`src/rtl/core/mvt_pkg.sv`:
```
// Shared types and constants of the mode vote table.
package mvt_pkg;

  localparam int unsigned ID_W   = 32;
  localparam int unsigned TIME_W = 48;
  localparam int unsigned TTL_W  = 31;
  localparam int unsigned MODE_W = 2;
  localparam int unsigned DATA_W = 32;
  localparam int unsigned ADDR_W = 3;

  typedef enum logic [1:0] {
    OP_TICK  = 2'd0,
    OP_SET   = 2'd1,
    OP_CLEAR = 2'd2,
    OP_OWNER = 2'd3
  } op_e;

  localparam logic [MODE_W-1:0] MODE_OFF   = 2'd0;
  localparam logic [MODE_W-1:0] MODE_BAL   = 2'd1;
  localparam logic [MODE_W-1:0] MODE_EAGER = 2'd2;

  localparam logic REG_DEFAULT = 1'b0;
  localparam logic REG_TTL     = 1'b1;

  localparam logic [MODE_W-1:0] DEFAULT_RST = MODE_BAL;
  localparam logic [TTL_W-1:0]  TTL_RST     = 31'd30000;
  localparam logic [TTL_W-1:0]  PRUNE_RST   = 31'd15000;

  typedef struct packed {
    logic [ID_W-1:0]   key;
    logic [MODE_W-1:0] level;
    logic [TIME_W-1:0] expiry;
  } vote_ent_t;

  typedef struct packed {
    logic              match_found;
    logic              free_found;
    logic              any_all;
    logic [MODE_W-1:0] best_all;
    logic              any_ex;
    logic [MODE_W-1:0] best_ex;
  } scan_sum_t;

endpackage

```
`src/rtl/core/mvt_vote_scan.sv`:
```
// Scan accumulator: key match, first free slot, highest live vote and expiry per entry.
module mvt_vote_scan #(
  parameter int unsigned IdxW = 6
) (
  input  logic                                clk_i,
  input  logic                                rst_ni,
  input  logic                                clr_i,
  input  logic                                en_i,
  input  logic                                ent_valid_i,
  input  mvt_pkg::vote_ent_t                  ent_i,
  input  logic [IdxW-1:0]                     idx_i,
  input  logic [mvt_pkg::ID_W-1:0]            key_i,
  input  logic [mvt_pkg::TIME_W-1:0]          now_i,
  output mvt_pkg::scan_sum_t                  sum_o,
  output logic [IdxW-1:0]                     match_idx_o,
  output logic [IdxW-1:0]                     free_idx_o,
  output logic                                expired_o
);
  import mvt_pkg::*;

  scan_sum_t       sum_q, sum_d;
  logic [IdxW-1:0] match_idx_q, match_idx_d;
  logic [IdxW-1:0] free_idx_q, free_idx_d;
  logic            live;
  logic            key_hit;

  assign key_hit   = ent_valid_i && (ent_i.key == key_i);
  assign live      = ent_valid_i && (ent_i.expiry > now_i);
  assign expired_o = ent_valid_i && (ent_i.expiry <= now_i);

  always_comb begin
    sum_d       = sum_q;
    match_idx_d = match_idx_q;
    free_idx_d  = free_idx_q;
    if (clr_i) begin
      sum_d = '0;
    end else if (en_i) begin
      if (key_hit && !sum_q.match_found) begin
        sum_d.match_found = 1'b1;
        match_idx_d       = idx_i;
      end
      if (!ent_valid_i && !sum_q.free_found) begin
        sum_d.free_found = 1'b1;
        free_idx_d       = idx_i;
      end
      if (live) begin
        sum_d.any_all = 1'b1;
        if (!sum_q.any_all || (ent_i.level > sum_q.best_all)) begin
          sum_d.best_all = ent_i.level;
        end
        if (!key_hit) begin
          sum_d.any_ex = 1'b1;
          if (!sum_q.any_ex || (ent_i.level > sum_q.best_ex)) begin
            sum_d.best_ex = ent_i.level;
          end
        end
      end
    end
  end

  always_ff @(posedge clk_i or negedge rst_ni) begin
    if (!rst_ni) begin
      sum_q <= '0;
    end else begin
      sum_q <= sum_d;
    end
  end

  always_ff @(posedge clk_i) begin
    match_idx_q <= match_idx_d;
    free_idx_q  <= free_idx_d;
  end

  assign sum_o       = sum_q;
  assign match_idx_o = match_idx_q;
  assign free_idx_o  = free_idx_q;

endmodule

```
`config.mk`:
```
export PLATFORM = sky130hd
export DESIGN_NAME = mvt_vote_scan
export DESIGN_NICKNAME = d
export VERILOG_FILES = /design/src/rtl/core/mvt_pkg.sv /design/src/rtl/core/mvt_vote_scan.sv
export SDC_FILE = /design/constraint.sdc
export NUM_CORES = 1
export LEC_CHECK = 0
export BUFFER_PORTS_ARGS = -buffer_cell sky130_fd_sc_hd__buf_2
export CORE_UTILIZATION = 44
export CTS_BUF_LIST = sky130_fd_sc_hd__clkbuf_4
export CTS_CLUSTER_SIZE = 12
export DETAILED_ROUTE_END_ITERATION = 10
export GPL_TIMING_DRIVEN = 0
export PLACE_DENSITY = 0.89
export SLEW_MARGIN = 40
export SYNTH_ARGS = -nofsm -noshare
export SYNTH_HDL_FRONTEND = slang
export SYNTH_SLANG_ARGS = --single-unit
export TNS_END_PERCENT = 1
```
`constraint.sdc`:
```
create_clock -name clk_i -period 4.9 [get_ports clk_i]
set_input_delay 0.98 -clock clk_i [delete_from_list [all_inputs] [get_ports clk_i]]
set_output_delay 0.98 -clock clk_i [all_outputs]
set_load 0.03 [all_outputs]
```
Word-level counts from Yosys, hierarchy flattened --
Index checks and enable logic that the tools add are counted.
Storage, ports and cells: logic and storage cells 49, output and inout bits 21, bits in registers 20
Cells by class: eq/ne operators 2, mux-type cells 8, bitwise operators 1, reductions and logical operators 26, order comparisons 4
Operator list (count):
- $gt 48x48->1 | 1
- $le 48x48->1 | 1
- $eq 32x32->1 | 1
- $mux 8 | 2
- $reduce_and 3->1 | 4
- $reduce_bool 2->1 | 6
- $mux 6 | 1
- $reduce_and 2->1 | 3
- $logic_and 1x1->1 | 5
- $logic_not 1->1 | 5
- $gt 2x2->1 | 2
- $mux 2 | 2
- $reduce_and 4->1 | 1
- $mux 3 | 1
- $logic_or 1x1->1 | 2
- $mux 1 | 2
- $ne 2x2->1 const B | 1
- $not 1->1 | 1

Logic depth before layout (Yosys ltp) --
Gate-level depths: netlist (run 1).
word-level depth 7, depth in mapped cells 9

Worst setup path after synthesis (run 1) --
OpenSTA, ideal clock, no wires.
path type input port to output port, start point input now_i[15] (netlist name), end point output expired_o, setup slack 1.289 ns, data required time 3.920 ns, cell stages on the path 8, buffers on the path 0, data arrival time 2.631 ns, path through inv_1 -> ha_1 -> a21oi_1 -> o21ai_0 -> a211oi_1 -> a31oi_1 -> a211oi_1 -> o21a_1
Between the ends: longest elaborated chain between the ends 2
Ends and longest elaborated chain:
- from (decl) | line mvt_vote_scan.sv:13 | input logic [mvt_pkg::TIME_W-1:0] now_i,
- $le 48x48->1 | line mvt_vote_scan.sv:29 | assign expired_o = ent_valid_i && (ent_i.expiry <= now_i);
- $logic_and 1x1->1 | line mvt_vote_scan.sv:29
- to (decl) | line mvt_vote_scan.sv:17 | output logic expired_o
No other way between the ends.

Final worst setup path (run 1) --
start point input ent_i[31] (netlist name), end point output expired_o
Between the ends: longest elaborated chain between the ends 2
Ends and longest elaborated chain:
- from (decl) | line mvt_vote_scan.sv:10 | input mvt_pkg::vote_ent_t ent_i,
- $le 48x48->1 | line mvt_vote_scan.sv:29
- $logic_and 1x1->1 | line mvt_vote_scan.sv:29
No other way between the ends.

==> results.ini, run 1 <==
[detailed_routing]
first_pass_iters=4
routed_wl_microns=7060
viasPerCell=4.94
vias=2717
wl_per_cell_microns=12.8
drc=0
postRouteAntennaNets=0
drt-initial-drc-count=101

[power_and_ir_drop]
p_leak_nw=1.97
p_clk_share_pct=23.8
cellPowerDensity_nw_per_um2=157
sequentialPowerShare_pct=33.8
vdd_drop_max_v=0.0000952
p_int_uw=383
p_comb_share_pct=42.5
p_switching_uw=166
switching_share_pct=30.3
total_power_uw=549

[cells_and_area]
areaGrowthSynthToFinish_pct=46.7
fill_cells=421
final_layout_size_suffix_gt1_share_pct=42.1
nNetsFinal=706
n_antenna_cell=0
utilization_pct=67.8

[cts]
numCtsBuffers=3
cts_max_level=1
postCtsSetupBuffers=0
cts.clk_slew.worst_paths_ns=0.11
insertion_delay_ns=0.29
cts_resized=0
clk_path_buf_depth=2
root_buffer=clkbuf_4
cts_tree=built
clock_sinks=20
cts_hold_buf=0

[synthesis]
synth_top_area_share_pct=27.2
yosysWarnings=0
ys_seq_elements=20
netlist.top_cell.by_area=ha_1
synth_nets=508
synth_area_leaders=ha_1 27%, edfxtp_1 15%, xnor2_1 10%
yosysMostFrequentCell=inv_1
synth_common_cells=57 x inv_1, 52 x ha_1, 29 x a21oi_1
async_reset_ff_share_pct=40.0
seq_area_frac_synth_pct=23.4
syn_area_sq_um=2390
synthFlopType=edfxtp_1
synth_edf_count=12
syn_inst=283
synth_cell_types=33
synth.avg_cell_area_sq_um=8.45

[global_route]
antenna_found_initial=0
grt_pass1_vias=2671
grt_start_max_net_pins=13
grt_overflow=0
grt_first_pass_wirelength_microns=10900
grtUsageTotal_pct=24.4

[floorplanning]
start_util_pct=46.2
core_sq_um=5170
dieHeight_microns=75.7
dieArea_sq_um=5730
die_w_microns=75.7
row_count=26
io_pins=194

[setup_path]
crit_type=input pin to primary output
path_max_fanout=7
cp-end-kind=primary output
rr_worst_depth=7
reg2reg_slack_ns=3.10
cp_data_arrival_time_ns=3.13
cp.required_ns=3.92
crit_path_start_kind=input pin
r2r_end=sum_o[1]
r2r-start=sum_o[1]

[timing]
tightest_slew_ns=0.760
fmax_mhz=243
final-hold-violation-count=0
rsz0062_at_grt=false
setup_tns_ns=0
setup_viol=0
finalCritPeriodShare_pct=83.9
maxSlewHeadroom_pct=49.0
finalClockSkew_ns=0.00326
min_period_ns=4.11
report.final.slew_viol_count=0

[flow_run]
drv_cap=0

[placed_design]
portBuffers=193
globalplace.congestion=0.824
dp_hpwl_microns=6420

[outcome]
status=finished, final reports clean

[min_path]
hp-class=input pin to asynchronous set/reset pin

## critical path: stages
cell and delay (ns):
buf_2 0.11, ha_1 0.32, a21oi_1 0.14, o21ai_0 0.15
a211oi_1 0.20, a31oi_1 0.14, a211oi_1 0.66, o21a_1 0.23
buf_2 0.21
## logic make-up after synthesis
logic type               share of synthesized area (%)
AND/OR/NAND/NOR                                   14.5
buffers and inverters                             8.95
AO/OA/AOI/OAI                                     13.3
adder cells (fa/ha/maj)                           27.2
XOR/XNOR                                          11.7
flip-flops                                        23.4
multiplexers                                     0.837
## routing by layer
layer | vias to the layer above | track usage (%) | wire length [microns]
li1 | 1382 | - | -
met1 | 1200 | 28.3 | 2810
met2 | 119 | 45.1 | 3710
met3 | 16 | 4.10 | 409
met4 | 0 | 8.23 | 138
met5 | - | 0 | 0
## through the flow
stage | std cells | hold WS [ns] | setup slack [ns] | area [sq um]
floorplan | 283 | 0.671 | 1.29 | 2390
global placement | 546 | 0.488 | 0.848 | 3440
detailed placement | 546 | 0.498 | 0.797 | 3440
CTS | 550 | 0.502 | 0.793 | 3500
global route | 550 | 0.500 | 0.638 | 3510
finish | 550 | 0.500 | 0.788 | 3510
## worst max path at each step
stage,startpoint,to,slack [ns]
global placement,ent_i[31],expired_o,0.85
global route,ent_i[31],expired_o,0.64
detailed placement,ent_i[31],expired_o,0.80
floorplan,now_i[15],expired_o,1.29
finish,ent_i[31],expired_o,0.79
CTS,ent_i[31],expired_o,0.79
## state kept, by name, summed over array words and instances (netlist names)
register	flops
match_idx_o	6
sum_o	8
free_idx_o	6
## cells in the final DEF (no fill, tap or decap), drive strengths merged, types with 2 or more instances in the layout
master	count
buf	193
inv	57
ha	52
a21oi	29
xnor2	28
nand2	21
nand4	17
edfxtp	12
o21ai	10
dfrtp	8
nor3	6
nor2	5
nor4	5
nand3	4
xor2	4
a21o	3
clkbuf	3
o21a	2
o21bai	2
nand2b	2
a211oi	2
mux2i	2
or4	2
o31ai	2
## power groups by stage
| stage | clock (mW) | combinational, mW | sequential, mW |
|---|---|---|---|
| finish | 0.131 | 0.233 | 0.185 |
| global route | 0.139 | 0.263 | 0.186 |
| CTS | 0.132 | 0.234 | 0.185 |
| detailed placement | 0 | 0.232 | 0.189 |
| global placement | 0 | 0.220 | 0.189 |
| floorplan | 0 | 0.114 | 0.197 |
## final cells by class
class | count | area (sq um) | share of cell area [%]
multi-input combinational | 206 | 1630 | 46.4
timing repair buffer | 193 | 966 | 27.5
sequential | 20 | 561 | 16.0
inverter | 57 | 214 | 6.10
tap | 70 | 87.6 | 2.50
clock inverter | 1 | 30.0 | 0.856
clock buffer | 3 | 22.5 | 0.642
No activity file was read; power rests on OpenSTA's default activity.
==> run 2, diff against run 1 <==
--- a/config.mk
+++ b/config.mk
@@ -5,13 +5,14 @@
 export SDC_FILE = /design/constraint.sdc
 export NUM_CORES = 1
 export LEC_CHECK = 0
+export ABC_AREA = 1
 export BUFFER_PORTS_ARGS = -buffer_cell sky130_fd_sc_hd__buf_2
-export CORE_UTILIZATION = 44
+export CORE_UTILIZATION = 40
 export CTS_BUF_LIST = sky130_fd_sc_hd__clkbuf_4
 export CTS_CLUSTER_SIZE = 12
 export DETAILED_ROUTE_END_ITERATION = 10
 export GPL_TIMING_DRIVEN = 0
-export PLACE_DENSITY = 0.89
+export PLACE_DENSITY = 0.8
 export SLEW_MARGIN = 40
 export SYNTH_ARGS = -nofsm -noshare
 export SYNTH_HDL_FRONTEND = slang
==> constraint.sdc (replaced) <==
create_clock -name clk_i -period 3.5 [get_ports clk_i]
set_input_delay 0.7 -clock clk_i [delete_from_list [all_inputs] [get_ports clk_i]]
set_output_delay 0.7 -clock clk_i [all_outputs]
set_load 0.03 [all_outputs]
==> run 2 against run 1 <==
Against the previous run:
- register-to-register slack worse by 1.1 ns
- sequential power rose by 43%
- die area is 35% higher
- clock-buffer cell count did not move
- critical endpoint unchanged
==> results.ini, run 2 <==
[outcome]
status=finished, final reports clean  ; unchanged

[cells_and_area]
layout_commonest_cell=buf_2  ; unchanged
layout_common_cells=192 x buf_2, 117 x nand2_1, 115 x inv_1  ; was 193 x buf_2, 57 x inv_1, 52 x ha_1
areaGrowthSynthToFinish_pct=38.4  ; was 46.7%
nNetsFinal=883  ; was 706
design_area_sq_um=4100  ; was 3510 sq um
n_antenna_cell=0  ; unchanged
largest_reg_flops=8  ; unchanged
final_layout_size_suffix_gt1_share_pct=32.1  ; was 42.1%
utilization_pct=56.8  ; was 67.8%

[setup_path]
crit_top_cell=a21oi_1
path_max_fanout=5  ; was 7
crit_type=input pin to primary output  ; unchanged
cp.required_ns=2.80  ; was 3.92 ns
cp_data_arrival_time_ns=2.26  ; was 3.13 ns
crit_chain=buf_2 > ha_1 > a21oi_1 > o21a_1 > nand2_1 > a21oi_1 > nand3_4 > a21oi_1 > buf_2  ; was buf_2 > ha_1 > a21oi_1 > o21ai_0 > a211oi_1 > a31oi_1 > a211oi_1 > o21a_1 > buf_2
slowest_stage=ha_1  ; was a211oi_1
crit_path_start_kind=input pin  ; unchanged
cp-end-kind=primary output  ; unchanged
cpPeakStageDelay_ns=0.32  ; was 0.66 ns

[power_and_ir_drop]
total_power_uw=822  ; was 549 uW
sequentialPowerShare_pct=32.2  ; was 33.8%
cellPowerDensity_nw_per_um2=201  ; was 157 nW/um^2
p_switching_uw=273  ; was 166 uW
p_int_uw=550  ; was 383 uW
vdd_drop_max_v=0.000117  ; was 0.0000952 V
p_clk_share_pct=21.8  ; was 23.8%
p_leak_nw=2.59  ; was 1.97 nW
switching_share_pct=33.2  ; was 30.3%
p_comb_share_pct=46.0  ; was 42.5%

[floorplanning]
row_count=31  ; was 26
start_util_pct=41.1  ; was 46.2%
io_pins=194  ; unchanged
dieHeight_microns=88.1  ; was 75.7 microns
core_sq_um=7210  ; was 5170 sq um
dieArea_sq_um=7760  ; was 5730 sq um
die_w_microns=88.1  ; was 75.7 microns

[synthesis]
yosysMostFrequentCell=nand2_1  ; was inv_1
synth_cell_types=31  ; was 33
async_reset_ff_share_pct=40.0  ; unchanged
synth_edf_count=12  ; unchanged
ys_seq_elements=20  ; unchanged
yosysWarnings=0  ; unchanged
seq_area_frac_synth_pct=18.9  ; was 23.4%
synth.avg_cell_area_sq_um=6.43  ; was 8.45 sq um
syn_inst=461  ; was 283
synth_fa_ha_area_share_pct=22.0  ; was 27.2%
synth-compound-area-share_pct=8.45  ; was 13.3%
synth_top_area_share_pct=22.0  ; was 27.2%
synth_mux_area_share_pct=0  ; was 0.837%
synth_area_leaders=ha_1 22%, nand2_1 15%, inv_1 15%  ; was ha_1 27%, edfxtp_1 15%, xnor2_1 10%
synth_xor_area_share_pct=4.43  ; was 11.7%
netlist.top_cell.by_area=ha_1  ; unchanged
syn_area_sq_um=2960  ; was 2390 sq um
synth_common_cells=117 x nand2_1, 115 x inv_1, 52 x ha_1  ; was 57 x inv_1, 52 x ha_1, 29 x a21oi_1
synth_nets=686  ; was 508
synth_top_family_by_area=simple AND/OR/NAND/NOR gates  ; was adder cells
synthFlopType=edfxtp_1  ; unchanged
synth_simple_gate_area_share_pct=31.4  ; was 14.5%

[timing]
fmax_mhz=337
holdWs_ns=0.229  ; was 0.500 ns
finalClockSkew_ns=0.000984  ; was 0.00326 ns
final-hold-violation-count=0  ; unchanged
min_period_ns=2.96
rsz0062_at_grt=false  ; unchanged
tightest_slew_ns=0.483  ; was 0.760 ns
report.final.slew_viol_count=0  ; unchanged
finalCritPeriodShare_pct=84.7
setup_tns_ns=0  ; unchanged
maxSlewHeadroom_pct=67.7  ; was 49.0%
setup_viol=0  ; unchanged

[cts]
root_buffer=clkbuf_4  ; unchanged
postCtsSetupBuffers=0  ; unchanged
insertion_delay_ns=0.29  ; about the same
clock_sinks=20  ; unchanged
cts_resized=0  ; unchanged
cts_max_level=1  ; unchanged
cts_hold_buf=0  ; unchanged
clk_path_buf_depth=2  ; unchanged
cts.clk_slew.worst_paths_ns=0.10  ; was 0.11 ns
numCtsBuffers=3  ; unchanged
cts_tree=built  ; unchanged

[detailed_routing]
routed_wl_microns=7690  ; was 7060 microns
drc=0  ; unchanged
postRouteAntennaNets=0  ; unchanged
wl_per_cell_microns=10.2  ; was 12.8 microns
first_pass_iters=4  ; unchanged
drt-initial-drc-count=93  ; was 101
vias=3502  ; was 2717
viasPerCell=4.63  ; was 4.94

[min_path]
hp-class=input pin to asynchronous set/reset pin  ; unchanged

[flow_run]
drv_cap=0  ; unchanged

[global_route]
grt_first_pass_wirelength_microns=12000  ; was 10900 microns
grt_pass1_vias=3158  ; was 2671
grt_overflow=0  ; unchanged
antenna_found_initial=0  ; unchanged
grtUsageTotal_pct=18.8  ; was 24.4%
grt_start_max_net_pins=13  ; unchanged

[placed_design]
globalplace.congestion=0.873  ; was 0.824
dpl-instance-area_sq_um=4050  ; was 3440 sq um
dp_hpwl_microns=7030  ; was 6420 microns
portBuffers=192  ; was 193

run 2: cells by family (layout without fill, tap and decap cells):
group	count (synthesis)	count (layout)
simple gates	210	210
buf+inv	117	313
fa+ha+maj	52	52
compound gates	47	47
flops	20	20
xor+xnor	15	15
run 2: cell type report:
class	instances	area, sq um
buffer	1	3.75
clock buffer	3	22.5
clock inverter	1	30.0
fill	712	3110
inverter	116	435
multi-input combinational	324	1960
sequential	20	561
tap	99	124
timing repair buffer	192	961
run 2: worst paths after layout:
path	startpoint	cells after the start	slack [ns]	endpoint
setup / recovery	ent_i[39]	9	0.54	expired_o
hold / removal	rst_ni	1	0.23	sum_o[5]
setup reg to reg	sum_o[1]	10	2.00	sum_o[0]
hold reg to reg	sum_o[1]	2	0.54	sum_o[1]
max in group asynchronous	rst_ni	1	3.11	sum_o[6]
min in group clk_i	sum_o[1]	2	0.54	sum_o[1]
run 2: critical path, delay by kind of cell:
family	cells	cell delay (ns)
AND/OR/NAND/NOR	2	0.20
buffers and inverters	2	0.32
adder cells (fa/ha/maj)	1	0.32
AO/OA/AOI/OAI	4	0.70
run 2: power by group through the flow:
stage | Sequential (mW) | Clock [mW] | Combinational, mW
5_1_grt | 0.266 | 0.189 | 0.435
3_5_place_dp | 0.270 | 0 | 0.378
2_1_floorplan | 0.287 | 0 | 0.197
6_report | 0.265 | 0.179 | 0.379
4_1_cts | 0.265 | 0.182 | 0.381
3_3_place_gp | 0.270 | 0 | 0.363
run 2: metal layers:
layer  GRT usage, %  wire length [microns]  part of all wire, %
met5              0                      0                    0
met4           6.01                    133                  1.7
met3           1.51                    448                  5.8
met2           35.9                   3930                   51
met1           22.1                   3180                   41
run 2: metrics by stage:
stage          instances  setup slack [ns]
6_report             756             0.536
2_1_floorplan        461             0.606
3_3_place_gp         752             0.556
3_5_place_dp         752             0.530
5_1_grt              756             0.342
4_1_cts              756             0.517
==> run 3, diff against run 2 <==
--- a/config.mk
+++ b/config.mk
@@ -5,14 +5,14 @@
 export SDC_FILE = /design/constraint.sdc
 export NUM_CORES = 1
 export LEC_CHECK = 0
-export ABC_AREA = 1
+export ABC_AREA = 0
 export BUFFER_PORTS_ARGS = -buffer_cell sky130_fd_sc_hd__buf_2
-export CORE_UTILIZATION = 40
+export CORE_UTILIZATION = 41
 export CTS_BUF_LIST = sky130_fd_sc_hd__clkbuf_4
 export CTS_CLUSTER_SIZE = 12
 export DETAILED_ROUTE_END_ITERATION = 10
 export GPL_TIMING_DRIVEN = 0
-export PLACE_DENSITY = 0.8
+export PLACE_DENSITY = 0.84
 export SLEW_MARGIN = 40
 export SYNTH_ARGS = -nofsm -noshare
 export SYNTH_HDL_FRONTEND = slang
==> constraint.sdc (replaced) <==
create_clock -name clk_i -period 3 [get_ports clk_i]
set_input_delay 0.6 -clock clk_i [delete_from_list [all_inputs] [get_ports clk_i]]
set_output_delay 0.6 -clock clk_i [all_outputs]
set_load 0.03 [all_outputs]
==> run 3 against run 2 <==
Against the previous run:
- core utilization is 9.5 points higher
- sequential power is 14% higher
- largest cell class unchanged
- largest power group unchanged
- non-clock buffer count is 4 higher
- highest routed layer unchanged
- first-iteration DRC count is 5.4% lower
- clock skew hardly changed
- worst setup slack worse by 0.43 ns
- cell count is 26% lower
- routed wire length is 6.0% lower
- critical endpoint unchanged
==> results.ini, run 3 (same netlist as run 1, synthesis figures left out) <==
[power_and_ir_drop]
p_comb_share_pct=44.2  ; was 46.0%
sequentialPowerShare_pct=32.3  ; was 32.2%
p_leak_nw=2.01  ; was 2.59 nW
switching_share_pct=31.2  ; was 33.2%
cellPowerDensity_nw_per_um2=254  ; was 201 nW/um^2
p_clk_share_pct=23.5  ; was 21.8%
p_int_uw=646  ; was 550 uW
vdd_drop_max_v=0.000266  ; was 0.000117 V
p_switching_uw=293  ; was 273 uW

[cells_and_area]
largest_reg_flops=8  ; unchanged
final_cells=556  ; was 756
n_antenna_cell=0  ; unchanged
areaGrowthSynthToFinish_pct=54.5  ; was 38.4%
layout_commonest_cell=buf_2  ; unchanged
final_layout_size_suffix_gt1_share_pct=46.1  ; was 32.1%
nNetsFinal=710  ; was 883
fill_cells=481  ; was 712
regArea_sq_um=561  ; unchanged
layout_common_cells=192 x buf_2, 54 x inv_1, 44 x ha_1  ; was 192 x buf_2, 117 x nand2_1, 115 x inv_1
multi_input_area_sq_um=1780  ; was 1960 sq um

[placed_design]
portBuffers=193  ; was 192
dp_hpwl_microns=6350  ; was 7030 microns
globalplace.congestion=0.807  ; was 0.873
dp_cells=548  ; was 752
pre_cts_ws_ns=-0.351  ; was 0.530 ns

[floorplanning]
row_count=27  ; was 31
start_util_pct=42.9  ; was 41.1%
dieHeight_microns=78.4  ; was 88.1 microns
core_sq_um=5570  ; was 7210 sq um
io_pins=194  ; unchanged
dieArea_sq_um=6140  ; was 7760 sq um
die_w_microns=78.4  ; was 88.1 microns

[timing]
tightest_slew_ns=0.557  ; was 0.483 ns
fmax_mhz=346
final-hold-violation-count=0  ; unchanged
finalClockSkew_ns=0.00116  ; was 0.000984 ns
fin_ws_ns=0.110  ; was 0.536 ns
maxSlewHeadroom_pct=62.7  ; was 67.7%
report.final.slew_viol_count=0  ; unchanged
setup_viol=0  ; unchanged
min_period_ns=2.89
finalCritPeriodShare_pct=96.3

[flow_run]
drv_cap=0  ; unchanged

[cts]
insertion_delay_ns=0.30  ; was 0.29 ns
cts_tree=built  ; unchanged
cts.clk_slew.worst_paths_ns=0.11  ; was 0.10 ns
clk_path_buf_depth=2  ; unchanged
cts_hold_buf=0  ; unchanged
root_buffer=clkbuf_4  ; unchanged
cts_max_level=1  ; unchanged
numCtsBuffers=3  ; unchanged
clock_sinks=20  ; unchanged

[global_route]
grt_start_max_net_pins=13  ; unchanged
grtUsageTotal_pct=22.3  ; was 18.8%
grt_use_met3_pct=3.02  ; was 1.51%
top_usage_layer=met2  ; unchanged
grt_overflow=0  ; unchanged
grt_first_pass_wirelength_microns=11100  ; was 12000 microns
grt.met2_usage_pct=43.0  ; was 35.9%
antenna_found_initial=0  ; unchanged
grt_pass1_vias=2616  ; was 3158
use_met1_pct=25.5  ; was 22.1%

[setup_path]
crit_path_start_kind=input pin  ; unchanged
path_max_fanout=3  ; was 5
crit_type=input pin to primary output  ; unchanged
cp-end-kind=primary output  ; unchanged
cp_data_arrival_time_ns=2.29  ; was 2.26 ns
cp.required_ns=2.40  ; was 2.80 ns

[outcome]
status=finished, final reports clean  ; unchanged

[detailed_routing]
viasPerCell=4.97  ; was 4.63
first_pass_iters=4  ; unchanged
drc=0  ; unchanged
wl_per_cell_microns=13.0  ; was 10.2 microns
drt-initial-drc-count=88  ; was 93
postRouteAntennaNets=0  ; unchanged
vias=2766  ; was 3502
routed_wl_microns=7220  ; was 7690 microns

[min_path]
hp-class=input pin to asynchronous set/reset pin  ; unchanged

[run 3: cell count changes in the layout (fill, tap and decap cells not counted), moves of 12 or more]
cell     change
nand2_1     -96
xnor2_1     +24
nor2_1      -34
nand3_1     -12
inv_1       -61
[run 3: routing by layer]
| metal | wire length (microns) | vias up |
|---|---|---|
| li1 | - | 1398 |
| met1 | 2820 | 1245 |
| met2 | 3900 | 104 |
| met3 | 353 | 19 |
| met4 | 149 | 0 |
| met5 | 0 | - |
[run 3: power groups by stage]
stage               Combinational (mW)  Sequential, mW  Clock, mW
global route                     0.465           0.303      0.239
global placement                 0.360           0.308          0
floorplan                        0.186           0.321          0
CTS                              0.387           0.302      0.221
finish                           0.415           0.303      0.221
detailed placement               0.377           0.308          0
[run 3: worst paths after layout]
check / startpoint / end / slack, ns / depth (start not counted)
hold reg to reg: sum_o[6] / sum_o[6] / 0.54 / 1
setup / recovery: now_i[15] / expired_o / 0.11 / 10
max in group asynchronous: rst_ni / sum_o[0] / 2.71 / 1
min in group clk_i: idx_i[1] / free_idx_o[1] / 0.48 / 1
hold / removal: rst_ni / sum_o[1] / 0.12 / 1
setup reg to reg: sum_o[1] / sum_o[1] / 1.30 / 7
[run 3: cell type report]
class / instances / share of cell area [%]
Clock buffer: 3 / 0.610
Clock inverter: 1 / 0.813
Inverter: 57 / 5.79
Multi-Input combinational cell: 206 / 48.1
Sequential cell: 20 / 15.2
Tap cell: 72 / 2.44
Timing Repair Buffer: 197 / 27.1
[run 3: repair_timing]
action                     CTS  global route
gates resized for setup      4            19
setup endpoints to repair    1             1
gates cloned                 0             0
pin swaps                    1            11
buffers inserted             1             3
[run 3: through the flow]
step / util, % / power (mW) / TNS, ns / cell area, sq um / hold slack [ns]
6_report: 66.3 / 0.938 / 0 / 3690 / 0.119
3_5_place_dp: 62.0 / 0.686 / -0.351 / 3460 / 0.457
5_1_grt: 66.3 / 1.01 / -0.0132 / 3690 / 0.107
2_1_floorplan: - / 0.508 / 0 / 2390 / 0.304
4_1_cts: 63.5 / 0.910 / 0 / 3540 / 0.123
3_3_place_gp: 61.8 / 0.668 / -0.309 / 3450 / 0.450
[run 3: critical path, stage by stage]
cell,delay (ns)
buf_2,0.07
inv_1,0.03
ha_1,0.31
nand4_2,0.18
nor4_4,0.32
o21ai_1,0.10
a31oi_1,0.24
a211oi_2,0.10
o21a_1,0.20
buf_6,0.14
